--- src/hdl/sil_pkg.sv ---
// ============================================================================
// sil_pkg: shared types and constants of the sorted insertion list
// Word layouts of the request and response channels, operation codes, list
// sizing and the controller state type.
// ============================================================================
package sil_pkg;

   // Number of entries the list can hold.
   localparam int LIST_DEPTH = 32;
   // Address width of the entry store.
   localparam int IDX_BITS   = $clog2(LIST_DEPTH);
   // Width of the entry count field.
   localparam int COUNT_BITS = 7;
   localparam int KEY_BITS   = 32;
   localparam int TAG_W      = 16;

   // Operation codes carried in the opcode field.
   localparam logic [1:0] OP_INSERT = 2'd0;
   localparam logic [1:0] OP_DRAIN  = 2'd1;
   localparam logic [1:0] OP_CLEAR  = 2'd2;

   typedef struct packed {
      logic [1:0]                 opcode;
      logic signed [KEY_BITS-1:0] sort_key;
      logic [TAG_W-1:0]           entry_tag;
   } req_word_type;

   typedef struct packed {
      logic signed [KEY_BITS-1:0] out_key;
      logic [TAG_W-1:0]           out_tag;
      logic                       is_last;
      logic                       list_empty;
      logic                       overflow;
      logic [COUNT_BITS-1:0]      entry_count;
   } rsp_word_type;

   // One stored entry of the list.
   typedef struct packed {
      logic signed [KEY_BITS-1:0] key;
      logic [TAG_W-1:0]           tag;
   } entry_type;

   typedef enum logic [2:0] {
      ST_IDLE,
      ST_WALK,
      ST_HEAD,
      ST_DRAIN,
      ST_REPLY
   } state_type;

endpackage

--- src/hdl/sorted_insert_list_unit.sv ---
// ============================================================================
// sorted_insert_list_unit: ascending-key priority list in a single RAM
// Holds (key, tag) entries sorted by signed Q16.16 key, newest first among
// equal keys. Supports insert, in-order drain and clear.
// ============================================================================
//
//   Channel   Direction   Word            Handshake
//   req_      in          req_word_type   req_valid / req_ready
//   rsp_      out         rsp_word_type   rsp_valid / rsp_ready
//
// An insert into a list holding n entries (0 < n < LIST_DEPTH) walks from the
// back of the list, one RAM read and one RAM write per cycle, moving each
// larger-or-equal entry up by one place. An insert into an empty or full list,
// a clear and an undefined code go straight to the reply. A drain of n entries
// gives one word per cycle, while the response register is free to take it,
// from the RAM's single read port.
// Reset is synchronous and empties the list; the RAM contents are not
// cleared, since only entries below the count are ever used.
// The response register lets a finished word wait while the controller
// returns to idle and takes the next request; a stalled drain simply holds
// its read address until the word is taken.
//
module sorted_insert_list_unit
   import sil_pkg::*;
(
   input  logic         clock,
   input  logic         reset,
   input  logic         req_valid,
   output logic         req_ready,
   input  req_word_type req_data,
   output logic         rsp_valid,
   input  logic         rsp_ready,
   output rsp_word_type rsp_data
);

   // -------------------------------------------------------------------------
   // Registers
   // -------------------------------------------------------------------------
   state_type              state_ff, state_in;
   logic [COUNT_BITS-1:0]  count_ff, count_in;
   logic [IDX_BITS-1:0]    walk_ff, walk_in;
   logic signed [KEY_BITS-1:0] op_key_ff, op_key_in;
   logic [TAG_W-1:0]       op_tag_ff, op_tag_in;
   logic                   rep_empty_ff, rep_empty_in;
   logic                   rep_ovf_ff, rep_ovf_in;
   logic                   rsp_valid_ff, rsp_valid_in;
   rsp_word_type           rsp_data_ff, rsp_data_in;

   // Entry store: one write port, one read port with registered data.
   entry_type              entry_mem [LIST_DEPTH];
   entry_type              rd_data_ff;
   logic [IDX_BITS-1:0]    rd_addr;
   logic                   mem_we;
   logic [IDX_BITS-1:0]    mem_waddr;
   entry_type              mem_wdata;

   // -------------------------------------------------------------------------
   // Decoded conditions
   // -------------------------------------------------------------------------
   logic req_fire;
   logic slot_free;
   logic list_full;
   logic list_none;
   logic stored_less;
   logic drain_last;
   logic rsp_load;
   logic [IDX_BITS-1:0] last_idx;

   assign req_fire    = req_valid && req_ready;
   // The response register can take a new word when it is empty or its
   // current word leaves in this cycle.
   assign slot_free   = !rsp_valid_ff || rsp_ready;
   assign list_full   = (count_ff >= COUNT_BITS'(LIST_DEPTH));
   assign list_none   = (count_ff == '0);
   assign last_idx    = IDX_BITS'(count_ff - COUNT_BITS'(1));
   // The stored entry stays below the new one only when strictly smaller,
   // which places the newest entry first among equal keys.
   assign stored_less = (rd_data_ff.key < op_key_ff);
   assign drain_last  = ((COUNT_BITS'(walk_ff) + COUNT_BITS'(1)) == count_ff);

   // -------------------------------------------------------------------------
   // Next state
   // -------------------------------------------------------------------------
   always_comb begin
      state_in = state_ff;
      unique case (state_ff)
         ST_IDLE: begin
            if (req_fire) begin
               priority if (req_data.opcode == OP_INSERT && !list_full && !list_none) begin
                  state_in = ST_WALK;
               end else if (req_data.opcode == OP_DRAIN && !list_none) begin
                  state_in = ST_DRAIN;
               end else begin
                  state_in = ST_REPLY;
               end
            end
         end
         ST_WALK: begin
            priority if (stored_less) begin
               state_in = ST_REPLY;
            end else if (walk_ff == '0) begin
               state_in = ST_HEAD;
            end else begin
               state_in = ST_WALK;
            end
         end
         ST_HEAD: begin
            state_in = ST_REPLY;
         end
         ST_DRAIN: begin
            if (slot_free && drain_last) begin
               state_in = ST_IDLE;
            end
         end
         ST_REPLY: begin
            if (slot_free) begin
               state_in = ST_IDLE;
            end
         end
         default: begin
            state_in = ST_IDLE;
         end
      endcase
   end

   // -------------------------------------------------------------------------
   // Outputs of the controller: handshake, RAM port and response load
   // -------------------------------------------------------------------------
   always_comb begin
      req_ready   = 1'b0;
      rd_addr     = walk_ff;
      mem_we      = 1'b0;
      mem_waddr   = '0;
      mem_wdata   = '{key: op_key_ff, tag: op_tag_ff};
      rsp_load    = 1'b0;
      rsp_data_in = rsp_data_ff;
      unique case (state_ff)
         ST_IDLE: begin
            req_ready = 1'b1;
            // Prefetch the entry the coming operation looks at first: the
            // front for a drain, the back for an insert.
            rd_addr   = (req_data.opcode == OP_DRAIN) ? '0 : last_idx;
            // An insert into an empty list goes straight to the front.
            if (req_fire && req_data.opcode == OP_INSERT && list_none) begin
               mem_we    = 1'b1;
               mem_waddr = '0;
               mem_wdata = '{key: req_data.sort_key, tag: req_data.entry_tag};
            end
         end
         ST_WALK: begin
            // The read runs two places below the write, so the two never meet.
            rd_addr   = walk_ff - IDX_BITS'(1);
            mem_we    = 1'b1;
            mem_waddr = walk_ff + IDX_BITS'(1);
            mem_wdata = stored_less ? entry_type'{key: op_key_ff, tag: op_tag_ff}
                                    : rd_data_ff;
         end
         ST_HEAD: begin
            mem_we    = 1'b1;
            mem_waddr = '0;
         end
         ST_DRAIN: begin
            rsp_load = slot_free;
            rd_addr  = slot_free ? walk_ff + IDX_BITS'(1) : walk_ff;
            rsp_data_in = '{out_key:     rd_data_ff.key,
                            out_tag:     rd_data_ff.tag,
                            is_last:     drain_last,
                            list_empty:  1'b0,
                            overflow:    1'b0,
                            entry_count: count_ff};
         end
         ST_REPLY: begin
            rsp_load    = slot_free;
            rsp_data_in = '{out_key:     '0,
                            out_tag:     '0,
                            is_last:     1'b1,
                            list_empty:  rep_empty_ff,
                            overflow:    rep_ovf_ff,
                            entry_count: count_ff};
         end
         default: begin
            req_ready = 1'b0;
         end
      endcase
   end

   assign rsp_valid_in = rsp_load || (rsp_valid_ff && !rsp_ready);

   // -------------------------------------------------------------------------
   // Datapath register updates
   // -------------------------------------------------------------------------
   always_comb begin
      count_in     = count_ff;
      walk_in      = walk_ff;
      op_key_in    = op_key_ff;
      op_tag_in    = op_tag_ff;
      rep_empty_in = rep_empty_ff;
      rep_ovf_in   = rep_ovf_ff;
      unique case (state_ff)
         ST_IDLE: begin
            if (req_fire) begin
               op_key_in    = req_data.sort_key;
               op_tag_in    = req_data.entry_tag;
               walk_in      = (req_data.opcode == OP_DRAIN) ? '0 : last_idx;
               rep_empty_in = (req_data.opcode == OP_DRAIN) && list_none;
               rep_ovf_in   = (req_data.opcode == OP_INSERT) && list_full;
               if (req_data.opcode == OP_INSERT && !list_full) begin
                  count_in = count_ff + COUNT_BITS'(1);
               end else if (req_data.opcode == OP_CLEAR) begin
                  count_in = '0;
               end
            end
         end
         ST_WALK: begin
            walk_in = walk_ff - IDX_BITS'(1);
         end
         ST_DRAIN: begin
            if (slot_free) begin
               walk_in = walk_ff + IDX_BITS'(1);
            end
         end
         ST_HEAD, ST_REPLY: begin
            walk_in = walk_ff;
         end
         default: begin
            walk_in = walk_ff;
         end
      endcase
   end

   always_ff @(posedge clock) begin
      if (reset) begin
         state_ff     <= ST_IDLE;
         count_ff     <= '0;
         rsp_valid_ff <= 1'b0;
      end else begin
         state_ff     <= state_in;
         count_ff     <= count_in;
         rsp_valid_ff <= rsp_valid_in;
      end
   end

   always_ff @(posedge clock) begin
      walk_ff      <= walk_in;
      op_key_ff    <= op_key_in;
      op_tag_ff    <= op_tag_in;
      rep_empty_ff <= rep_empty_in;
      rep_ovf_ff   <= rep_ovf_in;
      if (rsp_load) begin
         rsp_data_ff <= rsp_data_in;
      end
   end

   // Entry store write and registered read.
   always_ff @(posedge clock) begin
      if (mem_we) begin
         entry_mem[mem_waddr] <= mem_wdata;
      end
      rd_data_ff <= entry_mem[rd_addr];
   end

   assign rsp_valid = rsp_valid_ff;
   assign rsp_data  = rsp_data_ff;

endmodule
--- config.mk ---
export PLATFORM = sky130hd
export DESIGN_NAME = sorted_insert_list_unit
export DESIGN_NICKNAME = d
export VERILOG_FILES = /design/src/hdl/sil_pkg.sv /design/src/hdl/sorted_insert_list_unit.sv
export SDC_FILE = /design/constraint.sdc
export NUM_CORES = 2
export LEC_CHECK = 0
export ABC_AREA = 0
export BUFFER_PORTS_ARGS = -buffer_cell sky130_fd_sc_hd__clkbuf_2
export CAP_MARGIN = 40
export CELL_PAD_IN_SITES_DETAIL_PLACEMENT = 2
export CELL_PAD_IN_SITES_GLOBAL_PLACEMENT = 2
export CORE_UTILIZATION = 30
export CTS_CLUSTER_DIAMETER = 100
export CTS_CLUSTER_SIZE = 10
export DETAILED_ROUTE_END_ITERATION = 16
export PLACE_DENSITY = 0.58
export SYNTH_ARGS = -nofsm -noshare
export SYNTH_HDL_FRONTEND = slang
export SYNTH_SLANG_ARGS = --single-unit
--- constraint.sdc ---
create_clock -name clock -period 10.1 [get_ports clock]
set_clock_uncertainty 0.15 [all_clocks]
set_input_delay 1.515 -clock clock [delete_from_list [all_inputs] [get_ports clock]]
set_output_delay 1.515 -clock clock [all_outputs]
set_load 0.005 [all_outputs]
==> results.sh <==
export IMPL_outcome="finished clean"
export IMPL_cts_reportedPaths_clkPinSlew_ns=0.06
export IMPL_path_cells="buf_4 -> inv_1 -> nor2_1 -> nand2_1 -> buf_4 -> or3_1 -> nor2_4 -> buf_4 -> buf_4"
export IMPL_core_sq_mm=0.227
export IMPL_areaGrowthSynthToFinish_pct=16.9
export IMPL_rsz0062_at_grt="no"
export IMPL_power_leakage_nw=29.1
export IMPL_wl_microns=223000
export IMPL_yosys_warnings=0
export IMPL_initial_utilization=0.302
export IMPL_grt_pass1_vias=40500
export IMPL_cts_setup_buffers=0
export IMPL_die_height_microns=481
export IMPL_crit_type="flop to flop"
export IMPL_synthCells=3912
export IMPL_hold_path_class="flop to flop"
export IMPL_die_area_sq_mm=0.231
export IMPL_crit_path_end_kind="flop"
export IMPL_fin_cells=7337
export IMPL_ys_top_cells_by_count="1,649 x edfxtp_1, 1,155 x mux2i_1, 197 x o22ai_1, 89 x buf_2, 76 x nand2_1"
export IMPL_ioPinCount=114
export IMPL_cts_htree_levels=4
export IMPL_io_buffers=113
export IMPL_yosysTopAreaCellShare=0.721
export IMPL_setup_viol=0
export IMPL_row_count=175
export IMPL_route_antenna_remaining_nets=0
export IMPL_syn_area_per_cell_sq_um=17.6
export IMPL_crit_cells=9
export IMPL_synth_edf_count=1649
export IMPL_cts_tree="done"
export IMPL_syn_nets=4001
export IMPL_path_delay_family="simple AND/OR/NAND/NOR gates"
export IMPL_async_flop_share=0
export IMPL_dpl_cell_area_sq_mm=0.0747
export IMPL_r2r_cells=9
export IMPL_vias=37700
export IMPL_cts_num_sinks=1708
export IMPL_cts_resized=0
export IMPL_cts_hold_buf=0
export IMPL_slew_viol_final=0
export IMPL_max_freq_ghz=0.193
export IMPL_wl_per_cell_microns=30.4
export IMPL_synth_area_top_cells="edfxtp_1 72%, mux2i_1 17%, o22ai_1 1.8%, dfxtp_1 1.7%, a221o_1 0.71%"
export IMPL_grt_total_usage=0.191
export IMPL_cts_made_buffers=191
export IMPL_synth_distinct_cells=64
export IMPL_tns_ns=0
export IMPL_maxCapViolations=0
export IMPL_gp_congestion=0.754
export IMPL_clk_latency_ns=0.85
export IMPL_power_density_cell_area_mw_per_mm2=219
export IMPL_path_buf_inv=5
export IMPL_die_w_microns=481
export IMPL_dpl_hpwl_microns=132000
export IMPL_required_ns=10.39
export IMPL_whs_path_depth=1
export IMPL_ys_flop_type="edfxtp_1"
export IMPL_antenna_found_initial=3
export IMPL_worstPathMaxFanout=26
export IMPL_critical_path_most_common_cell="buf_4"
export IMPL_hold_viol=0
export IMPL_syn_area_sq_mm=0.0687
export IMPL_dp_cells=6991
export IMPL_tightestPinTransition_ns=1.02
export IMPL_grt_start_max_net_pins=116
export IMPL_gr_total_overflow=0
export IMPL_drive_above_1_share=0.131
export IMPL_maxSlewHeadroom=0.322
export IMPL_cp_arrival_ns=5.46
export IMPL_yosysMostFrequentCell="edfxtp_1"
export IMPL_via_per_inst=5.14
export IMPL_grt_pass1_wl_microns=313000
export IMPL_max_stage_delay_ns=0.70
export IMPL_firstDrtPassIters=5
export IMPL_first_iter_violations=2707
export IMPL_start_kind="flop"
export IMPL_nets=4264
export IMPL_final_period_utilization=0.512
export IMPL_layout_min_cycle_time_ns=5.17
export IMPL_fin_area_sq_mm=0.0803
export IMPL_ys_ff_latch=1708
export IMPL_seq_area_frac_synth=0.738
export IMPL_cts_path_max_buffers=3
export IMPL_drcViolationCount=0
export IMPL_peakVddDrop_uv=157
export IMPL_synth_top_area_cell="edfxtp_1"
export IMPL_cts_root_buf="clkbuf_16"
export IMPL_cp_slowest_cell="buf_4"
==> registers in the layout (all words and copies together), names as in the netlist <==
register      cells
op_tag_ff        16
state_ff          3
rsp_valid         1
walk_ff           5
count_ff          7
entry_mem      1536
rep_ovf_ff        1
op_key_ff        32
rep_empty_ff      1
rsp_data         58
rd_data_ff       48
==> per-stage QoR <==
stage | utilization | power [mW] | hold WS [ns] | setup slack [ns]
floorplan | - | 10.2 | 0.253 | 5.16
global placement | 0.321 | 11.2 | 0.369 | 4.68
detailed placement | 0.328 | 11.4 | 0.373 | 4.75
CTS | 0.353 | 17.9 | 0.387 | 4.83
global route | 0.353 | 18.3 | 0.410 | 4.66
finish | 0.353 | 17.6 | 0.381 | 4.93
==> cell type report <==
| cell class | count | area [sq um] |
|---|---|---|
| flip-flops and latches | 1708 | 50700 |
| repair buffers | 294 | 3030 |
| well taps | 3009 | 3760 |
| multi-input cells | 1935 | 17000 |
| clock buffers | 325 | 5290 |
| diodes | 1 | 2.50 |
| clock inverters | 20 | 373 |
| inverters | 45 | 171 |
| fillers | 22300 | 147000 |
==> final timing paths <==
path,from,to,slack (ns)
max,state_ff[0],entry_mem[29][33],4.93
min,rep_ovf_ff,rsp_data[7],0.38
max reg2reg,state_ff[0],entry_mem[29][33],4.93
min reg2reg,rep_ovf_ff,rsp_data[7],0.38
==> placed cells by master, fill, tap and decap left out, types with 3 or more instances in the layout <==
| cell type | synthesis | layout |
|---|---|---|
| nand3_1 | 21 | 14 |
| nor2_1 | 59 | 24 |
| a22oi_1 | 46 | 46 |
| xor2_1 | 6 | 6 |
| buf_4 | 51 | 89 |
| a21o_1 | 5 | 4 |
| o211ai_1 | 4 | 4 |
| clkinv_4 | 0 | 3 |
| nor4_1 | 53 | 53 |
| o21ai_0 | 62 | 62 |
| clkbuf_2 | 0 | 113 |
| o21a_1 | 4 | 3 |
| dfxtp_1 | 59 | 59 |
| edfxtp_1 | 1649 | 1649 |
| a221o_1 | 49 | 48 |
| xnor2_1 | 10 | 10 |
| nand2b_1 | 5 | 5 |
| clkbuf_16 | 0 | 191 |
| and3_1 | 4 | 3 |
| ha_1 | 35 | 35 |
| clkinv_8 | 0 | 4 |
| inv_1 | 45 | 44 |
| nor2_4 | 0 | 35 |
| o22ai_1 | 197 | 196 |
| inv_6 | 0 | 3 |
| a31oi_1 | 5 | 5 |
| clkinv_16 | 0 | 7 |
| buf_12 | 0 | 22 |
| a211oi_1 | 4 | 4 |
| mux2i_1 | 1155 | 1155 |
| nand4_1 | 9 | 9 |
| nor2b_1 | 52 | 52 |
| clkbuf_1 | 60 | 133 |
| nand2_1 | 76 | 76 |
| buf_16 | 0 | 26 |
| a21oi_1 | 24 | 24 |
| nand3_4 | 0 | 8 |
| buf_8 | 0 | 41 |
| nor3_1 | 9 | 8 |
==> cell families after synthesis <==
logic type      count (synthesis)  synth area share
compound gates                423            0.0416
xor+xnor                       16           0.00204
mux                          1156             0.168
buf+inv                       269            0.0206
simple gates                  305            0.0231
flops                        1708             0.738
fa+ha+maj                      35           0.00637
==> routing by layer <==
metal,GRT usage,part of all wire,vias up
met5,0,0,-
met4,0.0563,0.027,0
met3,0.0261,0.031,297
met2,0.330,0.50,700
met1,0.250,0.44,20600
li1,-,-,16100
==> power by group <==
part / switching (mW) / total (mW) / internal (mW)
clock network: 2.89 / 6.46 / 3.57
registers: 0.282 / 8.39 / 8.11
logic: 1.72 / 2.77 / 1.05
Note: power is estimated with default switching activity, not from simulation.
